`config.mk`:
```
export PLATFORM = sky130hd
export DESIGN_NAME = straddling_checkerboard_cipher_core_flat
export DESIGN_NICKNAME = d
export VERILOG_FILES = /design/src/design/scc_pkg.sv /design/src/design/scc_stream_if.sv /design/src/design/straddling_checkerboard_cipher_core.sv /design/src/flat_wrapper.sv
export VERILOG_INCLUDE_DIRS = /design/src /design/src/design
export SDC_FILE = /design/constraint.sdc
export NUM_CORES = 1
export LEC_CHECK = 0
export ABC_AREA = 1
export BUFFER_PORTS_ARGS = -buffer_cell sky130_fd_sc_hd__buf_4
export CELL_PAD_IN_SITES_DETAIL_PLACEMENT = 0
export CELL_PAD_IN_SITES_GLOBAL_PLACEMENT = 1
export CORE_MARGIN = 5
export CORE_UTILIZATION = 25
export CTS_CLUSTER_SIZE = 40
export DETAILED_ROUTE_END_ITERATION = 12
export GPL_TIMING_DRIVEN = 0
export PLACE_DENSITY_LB_ADDON = 0.1
export SYNTH_ARGS = -nofsm -noshare
export SYNTH_HDL_FRONTEND = slang
export SYNTH_SLANG_ARGS = --single-unit
```
`constraint.sdc`:
```
create_clock -name i_clk -period 4.1 [get_ports i_clk]
set_clock_uncertainty 0.15 [all_clocks]
set_input_delay 0.82 -clock i_clk [delete_from_list [all_inputs] [get_ports i_clk]]
set_output_delay 0.82 -clock i_clk [all_outputs]
set_load 0.01 [all_outputs]
```
`src/design/straddling_checkerboard_cipher_core_assert.svh`:
```
// ----------------------------------------------------------------------------
// Straddling checkerboard cipher core: assertion macros
// Shorthand for the concurrent checks at the end of the top level. Both
// macros sample on i_clk and are disabled while i_rst_n is low.
// ----------------------------------------------------------------------------
`ifndef STRADDLING_CHECKERBOARD_CIPHER_CORE_ASSERT_SVH
`define STRADDLING_CHECKERBOARD_CIPHER_CORE_ASSERT_SVH

// A condition that must hold at every clock edge.
`define SCC_ASSERT_ALWAYS(lbl, cond) \
    lbl: assert property (@(posedge i_clk) disable iff (!i_rst_n) (cond)) \
        else $error("invariant check failed");

// A consequence that must hold in the cycle after its trigger.
`define SCC_ASSERT_NEXT(lbl, trig, cons) \
    lbl: assert property (@(posedge i_clk) disable iff (!i_rst_n) (trig) |=> (cons)) \
        else $error("next-cycle check failed");

`endif

```
`src/design/scc_pkg.sv`:
```
// ----------------------------------------------------------------------------
// Straddling checkerboard cipher package
// Types, character codes, the checkerboard table and the digit helpers.
// ----------------------------------------------------------------------------
package scc_pkg;

    // Basic sizes.
    localparam int NUM_LETTERS = 26;
    localparam int KEY_LEN     = 5;
    localparam int MAX_RESULTS = 3;
    localparam int CHAR_W      = 8;
    localparam int DIGIT_W     = 4;
    localparam int CFG_IDX_W   = 3;
    localparam int CFG_DATA_W  = 4;
    localparam int LETTER_W    = $clog2(NUM_LETTERS);

    localparam logic [2:0] GROUP_LEN = 3'd5;

    typedef logic [CHAR_W-1:0]   t_char;
    typedef logic [DIGIT_W-1:0]  t_digit;
    typedef logic [LETTER_W-1:0] t_letter;
    typedef logic [KEY_LEN-1:0]  t_key_sel;

    // One result item waiting in the output buffer.
    typedef struct packed {
        t_char ch;
        logic  invalid;
    } t_result;

    // Outcome of a code lookup.
    typedef struct packed {
        logic    valid;
        t_letter idx;
    } t_decode;

    // Configuration register indexes.
    localparam logic [CFG_IDX_W-1:0] CFG_MODE     = 3'd0;
    localparam logic [CFG_IDX_W-1:0] CFG_KEY_BASE = 3'd1;

    // Mode codes.
    localparam logic MODE_ENCRYPT = 1'b0;
    localparam logic MODE_DECRYPT = 1'b1;

    // ASCII codes.
    localparam t_char CHAR_SPACE   = 8'h20;
    localparam t_char CHAR_ZERO    = 8'h30;
    localparam t_char CHAR_NINE    = 8'h39;
    localparam t_char CHAR_UPPER_A = 8'h41;
    localparam t_char CHAR_UPPER_Z = 8'h5A;
    localparam t_char CHAR_LOWER_A = 8'h61;
    localparam t_char CHAR_LOWER_Z = 8'h7A;
    localparam t_char CHAR_NONE    = 8'h00;

    // Prefix digits that open a two-digit code.
    localparam t_digit PREFIX_LO  = 4'd3;
    localparam t_digit PREFIX_MID = 4'd5;
    localparam t_digit PREFIX_HI  = 4'd7;

    localparam t_digit DIGIT_TEN = 4'd10;
    localparam t_key_sel KEY_SEL_FIRST = t_key_sel'(1);

    // Checkerboard codes split into tens and ones; a zero tens digit marks a
    // one-digit code.
    localparam t_digit BOARD_TENS [NUM_LETTERS] = '{
        4'd0, 4'd3, 4'd3, 4'd0, 4'd0, 4'd3, 4'd3, 4'd3, 4'd3, 4'd3, 4'd7, 4'd7, 4'd7,
        4'd7, 4'd0, 4'd7, 4'd7, 4'd5, 4'd0, 4'd0, 4'd5, 4'd5, 4'd5, 4'd5, 4'd0, 4'd5
    };
    localparam t_digit BOARD_ONES [NUM_LETTERS] = '{
        4'd6, 4'd8, 4'd2, 4'd4, 4'd8, 4'd0, 4'd6, 4'd4, 4'd9, 4'd1, 4'd8, 4'd2, 4'd0,
        4'd6, 4'd9, 4'd9, 4'd1, 4'd8, 4'd2, 4'd0, 4'd2, 4'd0, 4'd6, 4'd4, 4'd1, 4'd9
    };

    // A key register value folded into 0..9.
    function automatic t_digit key_mod10(t_digit k);
        return (k >= DIGIT_TEN) ? t_digit'(k - DIGIT_TEN) : k;
    endfunction

    // Sum of two decimal digits mod 10.
    function automatic t_digit add_mod10(t_digit a, t_digit b);
        logic [DIGIT_W:0] s;
        s = {1'b0, a} + {1'b0, b};
        return (s >= {1'b0, DIGIT_TEN}) ? t_digit'(s - {1'b0, DIGIT_TEN}) : t_digit'(s);
    endfunction

    // Difference of two decimal digits mod 10.
    function automatic t_digit sub_mod10(t_digit a, t_digit b);
        return (a >= b) ? t_digit'(a - b) : t_digit'(a + DIGIT_TEN - b);
    endfunction

    function automatic logic is_prefix(t_digit d);
        return (d == PREFIX_LO) || (d == PREFIX_MID) || (d == PREFIX_HI);
    endfunction

    // Finds the letter whose code has the given tens and ones digits.
    function automatic t_decode decode_code(t_digit tens, t_digit ones);
        t_decode r;
        r = '0;
        for (int i = 0; i < NUM_LETTERS; i++) begin
            if (BOARD_TENS[i] == tens && BOARD_ONES[i] == ones) begin
                r.valid = 1'b1;
                r.idx   = t_letter'(i);
            end
        end
        return r;
    endfunction

endpackage

```
`src/design/scc_stream_if.sv`:
```
// ----------------------------------------------------------------------------
// Straddling checkerboard cipher stream interfaces
// Valid/ready channels for message characters in and cipher results out.
// ----------------------------------------------------------------------------
interface scc_in_if;
    import scc_pkg::*;

    logic  valid;
    logic  ready;
    t_char in_char;
    logic  end_of_message;

    modport source (output valid, output in_char, output end_of_message, input ready);
    modport sink   (input valid, input in_char, input end_of_message, output ready);
endinterface

interface scc_out_if;
    import scc_pkg::*;

    logic  valid;
    logic  ready;
    t_char out_char;
    logic  invalid;
    logic  last_of_run;

    modport source (output valid, output out_char, output invalid, output last_of_run,
                    input ready);
    modport sink   (input valid, input out_char, input invalid, input last_of_run,
                    output ready);
endinterface

```
`src/design/straddling_checkerboard_cipher_core.sv`:
```
// ----------------------------------------------------------------------------
// Straddling checkerboard cipher core
// Encrypts letters to keyed digit groups or decrypts digits back to letters.
// ----------------------------------------------------------------------------
// Each input character is worked out in the cycle it is accepted, and its zero
// to three results are loaded into a small output buffer that hands out one
// result per cycle while o_out.ready is high. The next character is accepted
// in the same cycle as the last result of the previous one is taken, or at
// once when the buffer is empty, so a character with several results holds
// the input until all but its last result have gone. In encryption the number
// of results depends on the code length and on whether a group space falls
// due; in decryption a flagged character that ends a message while a prefix
// is held gives two results.
// Configuration writes must be made while no results are pending.
// ----------------------------------------------------------------------------
`include "straddling_checkerboard_cipher_core_assert.svh"

module straddling_checkerboard_cipher_core (
    input  logic                               i_clk,
    input  logic                               i_rst_n,
    input  logic                               i_cfg_we,
    input  logic [scc_pkg::CFG_IDX_W-1:0]      i_cfg_index,
    input  logic [scc_pkg::CFG_DATA_W-1:0]     i_cfg_data,
    scc_in_if.sink                             i_in,
    scc_out_if.source                          o_out
);
    import scc_pkg::*;

    // Configuration and cipher state.
    logic      r_mode;
    t_digit    r_key [KEY_LEN];
    t_key_sel  r_key_sel;
    logic [2:0] r_grp;
    t_digit    r_pfx;
    logic      r_pfx_vld;

    // Output buffer.
    t_result   r_buf [MAX_RESULTS];
    logic [1:0] r_left;

    // Next state and per-character results.
    t_key_sel  n_key_sel;
    logic [2:0] n_grp;
    t_digit    n_pfx;
    logic      n_pfx_vld;
    t_result   w_res [MAX_RESULTS];
    logic [1:0] w_n;

    logic      in_xfer;
    logic      out_xfer;
    t_key_sel  w_sel1;
    t_key_sel  w_sel2;
    t_digit    w_k0;
    t_digit    w_k1;
    logic      w_is_upper;
    logic      w_is_lower;
    logic      w_is_letter;
    logic      w_is_digit;
    t_char     w_off;
    t_letter   w_idx;
    logic      w_two;
    t_digit    w_e1;
    t_digit    w_e2;
    logic      w_sp1;
    logic      w_sp2;
    logic [2:0] w_g1;
    logic [2:0] w_g2;
    t_digit    w_dec_digit;
    t_decode   w_dec;
    logic      w_at_start;

    assign in_xfer  = i_in.valid && i_in.ready;
    assign out_xfer = o_out.valid && o_out.ready;

    // Key position as a rotating one-hot select; pick the current and next digit.
    assign w_sel1 = {r_key_sel[KEY_LEN-2:0], r_key_sel[KEY_LEN-1]};
    assign w_sel2 = {w_sel1[KEY_LEN-2:0], w_sel1[KEY_LEN-1]};

    always_comb begin
        w_k0 = '0;
        w_k1 = '0;
        for (int i = 0; i < KEY_LEN; i++) begin
            w_k0 = w_k0 | (r_key[i] & {DIGIT_W{r_key_sel[i]}});
            w_k1 = w_k1 | (r_key[i] & {DIGIT_W{w_sel1[i]}});
        end
        w_k0 = key_mod10(w_k0);
        w_k1 = key_mod10(w_k1);
    end

    // Character classes.
    assign w_is_upper  = (i_in.in_char >= CHAR_UPPER_A) && (i_in.in_char <= CHAR_UPPER_Z);
    assign w_is_lower  = (i_in.in_char >= CHAR_LOWER_A) && (i_in.in_char <= CHAR_LOWER_Z);
    assign w_is_letter = w_is_upper || w_is_lower;
    assign w_is_digit  = (i_in.in_char >= CHAR_ZERO) && (i_in.in_char <= CHAR_NINE);

    // Encrypt path: table lookup, keyed digits and group spacing.
    assign w_off = i_in.in_char - (w_is_upper ? CHAR_UPPER_A : CHAR_LOWER_A);
    assign w_idx = w_off[LETTER_W-1:0];
    assign w_two = (BOARD_TENS[w_idx] != '0);
    assign w_e1  = add_mod10(w_two ? BOARD_TENS[w_idx] : BOARD_ONES[w_idx], w_k0);
    assign w_e2  = add_mod10(BOARD_ONES[w_idx], w_k1);
    assign w_sp1 = (r_grp >= GROUP_LEN);
    assign w_g1  = w_sp1 ? 3'd1 : r_grp + 3'd1;
    assign w_sp2 = w_two && (w_g1 >= GROUP_LEN);
    assign w_g2  = w_sp2 ? 3'd1 : w_g1 + 3'd1;

    // Decrypt path: remove the key digit and look up the code.
    assign w_dec_digit = sub_mod10(i_in.in_char[DIGIT_W-1:0], w_k0);
    assign w_dec       = decode_code(r_pfx_vld ? r_pfx : t_digit'(0), w_dec_digit);

    // Results of one character and the state it leaves behind.
    always_comb begin
        w_n       = '0;
        n_key_sel = r_key_sel;
        n_grp     = r_grp;
        n_pfx     = r_pfx;
        n_pfx_vld = r_pfx_vld;
        for (int i = 0; i < MAX_RESULTS; i++) begin
            w_res[i] = '0;
        end

        if (r_mode == MODE_ENCRYPT) begin
            if (w_is_letter) begin
                if (w_sp1) begin
                    w_res[w_n] = '{ch: CHAR_SPACE, invalid: 1'b0};
                    w_n        = w_n + 2'd1;
                end
                w_res[w_n] = '{ch: CHAR_ZERO | t_char'(w_e1), invalid: 1'b0};
                w_n        = w_n + 2'd1;
                if (w_two) begin
                    if (w_sp2) begin
                        w_res[w_n] = '{ch: CHAR_SPACE, invalid: 1'b0};
                        w_n        = w_n + 2'd1;
                    end
                    w_res[w_n] = '{ch: CHAR_ZERO | t_char'(w_e2), invalid: 1'b0};
                    w_n        = w_n + 2'd1;
                    n_key_sel  = w_sel2;
                    n_grp      = w_g2;
                end else begin
                    n_key_sel = w_sel1;
                    n_grp     = w_g1;
                end
            end else begin
                w_res[w_n] = '{ch: CHAR_NONE, invalid: 1'b1};
                w_n        = w_n + 2'd1;
            end
        end else begin
            if (w_is_digit) begin
                n_key_sel = w_sel1;
                if (!r_pfx_vld && is_prefix(w_dec_digit)) begin
                    n_pfx     = w_dec_digit;
                    n_pfx_vld = 1'b1;
                end else begin
                    w_res[w_n] = w_dec.valid
                        ? t_result'{ch: CHAR_UPPER_A + t_char'(w_dec.idx), invalid: 1'b0}
                        : t_result'{ch: CHAR_NONE, invalid: 1'b1};
                    w_n        = w_n + 2'd1;
                    n_pfx      = '0;
                    n_pfx_vld  = 1'b0;
                end
            end else if (i_in.in_char != CHAR_SPACE) begin
                w_res[w_n] = '{ch: CHAR_NONE, invalid: 1'b1};
                w_n        = w_n + 2'd1;
            end
            // A prefix still held at the end of the message is flagged.
            if (i_in.end_of_message && n_pfx_vld) begin
                w_res[w_n] = '{ch: CHAR_NONE, invalid: 1'b1};
                w_n        = w_n + 2'd1;
            end
        end

        if (i_in.end_of_message) begin
            n_key_sel = KEY_SEL_FIRST;
            n_grp     = '0;
            n_pfx     = '0;
            n_pfx_vld = 1'b0;
        end
    end

    // Configuration writes.
    always_ff @(posedge i_clk) begin
        if (!i_rst_n) begin
            r_mode <= MODE_ENCRYPT;
            for (int i = 0; i < KEY_LEN; i++) begin
                r_key[i] <= '0;
            end
        end else if (i_cfg_we) begin
            if (i_cfg_index == CFG_MODE) begin
                r_mode <= i_cfg_data[0];
            end
            for (int i = 0; i < KEY_LEN; i++) begin
                if (i_cfg_index == CFG_KEY_BASE + CFG_IDX_W'(i)) begin
                    r_key[i] <= i_cfg_data;
                end
            end
        end
    end

    // Cipher state advances on each input transfer.
    always_ff @(posedge i_clk) begin
        if (!i_rst_n) begin
            r_key_sel <= KEY_SEL_FIRST;
            r_grp     <= '0;
            r_pfx     <= '0;
            r_pfx_vld <= 1'b0;
        end else if (in_xfer) begin
            r_key_sel <= n_key_sel;
            r_grp     <= n_grp;
            r_pfx     <= n_pfx;
            r_pfx_vld <= n_pfx_vld;
        end
    end

    // Output buffer count.
    always_ff @(posedge i_clk) begin
        if (!i_rst_n) begin
            r_left <= '0;
        end else if (in_xfer) begin
            r_left <= w_n;
        end else if (out_xfer) begin
            r_left <= r_left - 2'd1;
        end
    end

    // Output buffer payload: load on input, shift toward the head on output.
    always_ff @(posedge i_clk) begin
        if (in_xfer) begin
            r_buf <= w_res;
        end else if (out_xfer) begin
            for (int i = 0; i < MAX_RESULTS - 1; i++) begin
                r_buf[i] <= r_buf[i+1];
            end
        end
    end

    // Handshake and result fields.
    assign i_in.ready        = (r_left == 2'd0) || ((r_left == 2'd1) && o_out.ready);
    assign o_out.valid       = (r_left != 2'd0);
    assign o_out.out_char    = r_buf[0].ch;
    assign o_out.invalid     = r_buf[0].invalid;
    assign o_out.last_of_run = (r_left == 2'd1);

    // Cipher state as it stands at the start of a message.
    assign w_at_start = (r_grp == 3'd0) && !r_pfx_vld && (r_key_sel == KEY_SEL_FIRST);

    // Checks.
    `SCC_ASSERT_ALWAYS(a_key_sel_onehot, $onehot(r_key_sel))
    `SCC_ASSERT_ALWAYS(a_prefix_digit, !r_pfx_vld || is_prefix(r_pfx))
    `SCC_ASSERT_NEXT(a_eom_clears, in_xfer && i_in.end_of_message, w_at_start)
    `SCC_ASSERT_NEXT(a_load_count, in_xfer, r_left == $past(w_n))

endmodule
```
`src/flat_wrapper.sv`:
```
// flat-port wrapper written by rule: the top's interface ports become plain ports
module straddling_checkerboard_cipher_core_flat import scc_pkg::*;
  (i_clk, i_rst_n, i_cfg_we, i_cfg_index, i_cfg_data, i_in_valid, i_in_in_char, i_in_end_of_message, i_in_ready, o_out_valid, o_out_out_char, o_out_invalid, o_out_last_of_run, o_out_ready);
  scc_in_if i_in_i ();
  scc_out_if o_out_i ();
  input  logic i_clk;
  input  logic i_rst_n;
  input  logic i_cfg_we;
  input  logic [scc_pkg::CFG_IDX_W-1:0] i_cfg_index;
  input  logic [scc_pkg::CFG_DATA_W-1:0] i_cfg_data;
  input wire logic [$bits(i_in_i.valid)-1:0] i_in_valid;
  input wire logic [$bits(i_in_i.in_char)-1:0] i_in_in_char;
  input wire logic [$bits(i_in_i.end_of_message)-1:0] i_in_end_of_message;
  output wire logic [$bits(i_in_i.ready)-1:0] i_in_ready;
  output wire logic [$bits(o_out_i.valid)-1:0] o_out_valid;
  output wire logic [$bits(o_out_i.out_char)-1:0] o_out_out_char;
  output wire logic [$bits(o_out_i.invalid)-1:0] o_out_invalid;
  output wire logic [$bits(o_out_i.last_of_run)-1:0] o_out_last_of_run;
  input wire logic [$bits(o_out_i.ready)-1:0] o_out_ready;
  assign i_in_i.valid = i_in_valid;
  assign i_in_i.in_char = i_in_in_char;
  assign i_in_i.end_of_message = i_in_end_of_message;
  assign i_in_ready = i_in_i.ready;
  assign o_out_valid = o_out_i.valid;
  assign o_out_out_char = o_out_i.out_char;
  assign o_out_invalid = o_out_i.invalid;
  assign o_out_last_of_run = o_out_i.last_of_run;
  assign o_out_i.ready = o_out_ready;
  straddling_checkerboard_cipher_core u_core (.i_clk(i_clk), .i_rst_n(i_rst_n), .i_cfg_we(i_cfg_we), .i_cfg_index(i_cfg_index), .i_cfg_data(i_cfg_data), .i_in(i_in_i), .o_out(o_out_i));
endmodule
```
# ---- Word level (Yosys, flattened, before mapping)
# Memories as Yosys holds them, arrays and structs flattened.
# Cells that the tools add are included.
dict set report word_totals {
  reg_bits 43
  ramBits 20
  rom_bits 256
  in_bits 21
  mem_count 3
}
# name words word_bits rd rd_clocked_by_memory_dff wr line
set mem_list {}
lappend mem_list {{(no name shown)} 32 4 1 0 0 straddling_checkerboard_cipher_core.sv:100} ;# assign w_e1 = add_mod10(w_two ? BOARD_TENS[w_idx] : BOARD_ONES[w_idx], w_k0);
lappend mem_list {{(no name shown)} 32 4 1 0 0 straddling_checkerboard_cipher_core.sv:100}
lappend mem_list {u_core.r_key 5 4 5 0 5 straddling_checkerboard_cipher_core.sv:31} ;# t_digit r_key [KEY_LEN];
dict set report classes {
  n_addsub 18
  magnitude_cmp 22
  n_eq_ne 21
  muxes 129
  bitwise 34
  reduce_logical 60
}
# cell count
set op_table {}
lappend op_table {{$mux W27} 7}
lappend op_table {{$mux W6} 26}
lappend op_table {{$mux W9} 11}
lappend op_table {{$mux W4} 20}
lappend op_table {{$demux W9 S2} 4}
lappend op_table {{$bwmux W27} 2}
lappend op_table {{$mux W18} 3}
lappend op_table {{$and A24 B24 Y24} 2}
lappend op_table {{$not A24 Y24} 2}
lappend op_table {{$and A4 B4 Y4} 10}
lappend op_table {{$logic_and A1 B1 Y1} 39}
lappend op_table {{$or A4 B4 Y4} 8}
lappend op_table {{$mux W1} 30}
lappend op_table {{$mux W2} 14}
lappend op_table {{$mux W5} 5}
lappend op_table {{$ge A3 B3 Y1 const B} 6}
lappend op_table {{$mux W3} 6}
lappend op_table {{$eq A3 B4 Y1 const A} 4}
lappend op_table {{$ge A8 B7 Y1 const B} 2}
lappend op_table {{$le A8 B7 Y1 const B} 2}
lappend op_table {{$sub A4 B4 Y4 const B} 4}
lappend op_table {{$lt A3 B1 Y1 const B} 4}
lappend op_table {{$not A2 Y3} 4}
lappend op_table {{$add A4 B4 Y5} 2}
lappend op_table {{other kinds (39)} 67}

# ---- Logic depth before layout (Yosys ltp)
# An unclocked memory read counts as a cell.
dict set report depth {
  depth_word 47
  ltp_mapped 33
}

# ---- Least setup slack after synthesis
# No wires, ideal clock.
dict set report synth_path {
  path_type {input port to flip-flop}
  startpoint {input port i_in_in_char[1]}
  endpoint {register u_core.r_buf, in the netlist u_core.o_out.out_char[1] (data pin)}
  setup_ns 0.249
  arrival_time_ns 3.993
  t_required_ns 3.701
  slack_ns -0.292
  path_stages 25
  path_buffers 2
  path_cell_list {inv_1 -> ha_1 -> inv_1 -> nand2_1 -> nand2_1 -> buf_6 -> ha_1 -> o211ai_2 -> nand2_1 -> nand2_1 -> clkbuf_1 -> o21ai_0 -> fa_1 -> nand3_1 -> nand2_2 -> ha_1 -> nand2_1 -> nand2_2 -> nand2_1 -> xor2_1 -> o21ai_1 -> nand2_1 -> nand3_1 -> nand2_1 -> inv_1}
}
dict set report synth_via {
  elab_chain_cells 39
}
# element line
set synth_lines {}
lappend synth_lines {{from (decl)} flat_wrapper.sv:12} ;# input wire logic [$bits(i_in_i.in_char)-1:0] i_in_in_char;
lappend synth_lines {{$add A4 B4 Y4} scc_pkg.sv:87} ;# return (a >= b) ? t_digit'(a - b) : t_digit'(a + DIGIT_TEN - b);
lappend synth_lines {{$sub A4 B4 Y4} scc_pkg.sv:87}
lappend synth_lines {{$mux W4} scc_pkg.sv:87}
lappend synth_lines {{$eq A4 B4 Y1 or $eq A3 B4 Y1 (tied branches)} scc_pkg.sv:99} ;# if (BOARD_TENS[i] == tens && BOARD_ONES[i] == ones) begin
lappend synth_lines {{$logic_and A1 B1 Y1} scc_pkg.sv:99}
lappend synth_lines {{$mux W6 (25 in a row)} scc_pkg.sv:99}
lappend synth_lines {{$add A7 B5 Y8 or $mux W6 (tied branches)} {straddling_checkerboard_cipher_core.sv:155, scc_pkg.sv:99}}
lappend synth_lines {{$mux W9} straddling_checkerboard_cipher_core.sv:155} ;# ? t_result'{ch: CHAR_UPPER_A + t_char'(w_dec.idx), invalid: 1'b0}
lappend synth_lines {{$mux W9} straddling_checkerboard_cipher_core.sv:150} ;# if (!r_pfx_vld && is_prefix(w_dec_digit)) begin
lappend synth_lines {{$mux W9} straddling_checkerboard_cipher_core.sv:148} ;# if (w_is_digit) begin
lappend synth_lines {{$mux W9} straddling_checkerboard_cipher_core.sv:122} ;# if (r_mode == MODE_ENCRYPT) begin
lappend synth_lines {{$and A24 B24 Y24 (no line)} --}
lappend synth_lines {{$mux W27} straddling_checkerboard_cipher_core.sv:166} ;# if (i_in.end_of_message && n_pfx_vld) begin
lappend synth_lines {{$mux W27 *} straddling_checkerboard_cipher_core.sv:122}
lappend synth_lines {{$mux W18 *} straddling_checkerboard_cipher_core.sv:227} ;# if (in_xfer) begin
lappend synth_lines {{to (signal assigned)} straddling_checkerboard_cipher_core.sv:228} ;# r_buf <= w_res;
lappend synth_lines {{to (signal, indexed assignment)} straddling_checkerboard_cipher_core.sv:231} ;# r_buf[i] <= r_buf[i+1];
lappend synth_lines {{to (decl)} straddling_checkerboard_cipher_core.sv:38} ;# t_result r_buf [MAX_RESULTS];
# Mark *: on every way between the ends. The rest lies on a longest branch, timed or not. The select of a mux whose other input is x is not followed.
# A chain may end at the register's enable or synchronous reset.

==> flow_summary.toml <==
[status]
run_status = "complete, but fails checks"
violations = "negative setup slack"

[placed_design]
detailed_place_hpwl_um = 10900
portBuffers = 30
detailed_place.area_um2 = 5570
place_congestion = 0.781

[global_route]
grt_max_degree = 20
grtUsageTotal = 0.126
grt_pass1_wl_um = 22500
grt-ovfl-total = 0
grt_pass1_vias = 4498
grt_antenna_before_repair = 0

[detailed_routing]
first_pass_iters = 4
drt-initial-drc-count = 188
drt.antenna.violating_nets = 0
routed_via_density = 4.46
num_vias = 4709
wl_um = 14300
drc = 0
wl_per_cell_um = 13.6

[sta]
setup_tns_ns = -0.554
fin_crit_sh = 1.04
slew_headroom = 0.274
slew_viol_final = 0
setup_slack_ns = -0.161
finalCriticalPeriod_ns = 4.26
whs_ns = 0.334
hold_viol = 0
rsz0062_at_grt = "true"
worst_pin_slew_ns = 1.08
setup_viol = 5
fmax_mhz = 235

[synth]
syn_inst = 683
synth-edff-count = 41
synth-async-reset-ratio = 0
synth_area_um2 = 4940
syn_nets = 746
synth_cell_type_count = 55
ys_ff_latch = 57
ys_seq_area_frac = 0.314
yosys_warnings = 0
syn_area_per_cell_um2 = 7.24
synthFlopType = "edfxtp_1"

[die]
ios = 33
initial_core_util = 0.254
die_x_um = 151
row_count = 51
core_um2 = 19500
die_area_um2 = 22700
die_height_um = 151

[critical_path]
rr_worst_depth = 28
worstPathArrival_ns = 4.18
crit_buf_inv = 4
crit_family = "simple AND/OR/NAND/NOR gates"
cp_slowest_cell = "edfxtp_1"
timing.rr.end = "u_core.o_out.out_char[4]$_DFFE_PP_"
path_class = "reg2reg"
worstSetupEndpointType = "register"
reg2reg_from = "u_core.r_key[1][1]$_DFFE_PP_"
max_stage_delay_ns = 0.41
worstSetupStartpointType = "register"
critPathMaxFanout = 3
worst-r2r-setup-slack_ns = -0.16
required_ns = 4.02

[final_layout]
diodes = 0
layout.nets = 849
syn_to_final_growth_pct = 40.1
layout-drive-gt1-share = 0.362
postLayoutCellArea_um2 = 6930

[worst_hold_path]
min_from = "u_core.r_pfx[2]$_SDFFE_PN0P_"
hold_depth = 2
hp-class = "reg2reg"
whs_endpoint = "u_core.r_pfx[2]$_SDFFE_PN0P_"

[clocking]
htreeDepth = 3
cts-root-buf = "clkbuf_16"
cts.path.max_buffers = 2
cts_buffers = 9
clkTransAtPathRegs_ns = 0.05
ctsHoldBuffers = 0
cts_sinks = 57
tritoncts = "done"
clk_latency_ns = 0.34

[flow_run]
maxCapViolCount = 0

[power_and_ir_drop]
power_w = 0.00396
leakagePower_nw = 3.08
irDropWorstVdd_v = 0.000236
power_density_nw_per_um2 = 571
cell usage in the layout (no fill, tap or decap), types with 20 or more instances in the layout:
master and n:
a21oi_1 31, nand3_1 32, buf_4 95, ha_1 25, nand2_2 37, edfxtp_1 41
nor2_1 42, inv_2 20, nand2_1 156, inv_1 80
sequential cells by signal (all words and copies together), names as in the netlist:
register               count
u_core.r_grp               3
u_core.r_key              20
u_core.r_pfx               4
u_core.o_out.invalid       1
u_core.r_key_sel           5
u_core.r_buf              13
u_core.r_mode              1
u_core.r_pfx_vld           1
u_core.o_out.out_char      7
u_core.r_left              2
layer usage:
| metal | global-route usage | vias to the layer above | share of wire |
|---|---|---|---|
| li1 | - | 2448 | - |
| met1 | 0.148 | 2184 | 0.44 |
| met2 | 0.232 | 60 | 0.52 |
| met3 | 0.0259 | 17 | 0.026 |
| met4 | 0.0331 | 0 | 0.015 |
| met5 | 0 | - | 0 |
report_power, final:
part	total (W)	internal [W]	switching (W)
logic	0.00241	0.00107	0.00134
registers	0.000832	0.000784	0.0000475
clock network	0.000713	0.000459	0.000255
total	0.00396	0.00231	0.00165
kinds of logic after synthesis:
| logic type | share of synthesized area |
|---|---|
| and+or+nand+nor | 0.305 |
| other | 0.000758 |
| adders and majority gates | 0.114 |
| xor gates and xnor gates | 0.0210 |
| buffers and inverters | 0.108 |
| AOI/OAI and AO/OA | 0.136 |
| DFF | 0.314 |
| muxes | 0.00202 |
worst register-to-register path: cells and delay by family, from the launching register on:
kind,cells,cell delay [ns]
simple gates,15,1.54
flops,1,0.41
fa+ha+maj,4,0.88
xor+xnor,2,0.41
buf+inv,4,0.25
compound gates,3,0.35
worst max-delay path by stage:
stage                     cells past startpoint  slack, ns                                 end                              from
after floorplan                              29      0.006  u_core.o_out.out_char[1]$_DFFE_PP_                   i_in_in_char[1]
after global placement                       25      -0.82  u_core.o_out.out_char[1]$_DFFE_PP_                   i_in_in_char[0]
after detailed placement                     30      -0.84  u_core.o_out.out_char[1]$_DFFE_PP_                   i_in_in_char[0]
after CTS                                    32      -0.17  u_core.o_out.out_char[4]$_DFFE_PP_  u_core.r_key_sel[1]$_SDFFE_PN0P_
after global routing                         28      -0.39  u_core.o_out.out_char[4]$_DFFE_PP_      u_core.r_key[0][2]$_DFFE_PP_
final                                        28      -0.16  u_core.o_out.out_char[4]$_DFFE_PP_      u_core.r_key[1][1]$_DFFE_PP_
synthesized netlist by cell type (all sizes together), types with 2 or more instances:
cell | n | area [µm²]
a21oi | 37 | 189
a221oi | 3 | 26.3
a22o | 2 | 17.5
a22oi | 3 | 22.5
a31oi | 7 | 43.8
buf | 14 | 118
clkbuf | 4 | 15.0
dfxtp | 16 | 320
edfxtp | 41 | 1230
fa | 5 | 100
ha | 37 | 463
inv | 105 | 397
nand2 | 207 | 840
nand3 | 45 | 253
nand3b | 3 | 22.5
nand4 | 7 | 43.8
nor2 | 61 | 254
nor3 | 8 | 40.0
nor4 | 2 | 12.5
o211ai | 12 | 100
o21a | 2 | 15.0
o21ai | 28 | 144
o22ai | 4 | 25.0
o31ai | 4 | 30.0
or2 | 3 | 21.3
xnor2 | 4 | 42.6
xor2 | 7 | 61.3
layout make-up:
class                           count  area [µm²]
Fill cell                        2049       12500
Multi-Input combinational cell    502        3470
Sequential cell                    57        1560
Timing Repair Buffer               94         753
Inverter                          106         414
Tap cell                          265         332
Clock buffer                       10         229
Buffer                             16         126
Clock inverter                      5        47.5
what timing repair did:
| item | in CTS | in global routing |
|---|---|---|
| gates resized for setup | 68 | 89 |
| setup buffers | 33 | 33 |
| pin swaps | 40 | 60 |
| endpoints found under the setup margin | 16 | 13 |
metrics by stage:
stage | std cells | utilization | setup WS [ns]
global placement | 978 | 0.286 | -0.819
global route | 1055 | 0.356 | -0.390
floorplan | 683 | - | 0.00621
CTS | 1024 | 0.325 | -0.172
finish | 1055 | 0.356 | -0.161
detailed placement | 978 | 0.286 | -0.836
Note: power is estimated with default switching activity, not from simulation.
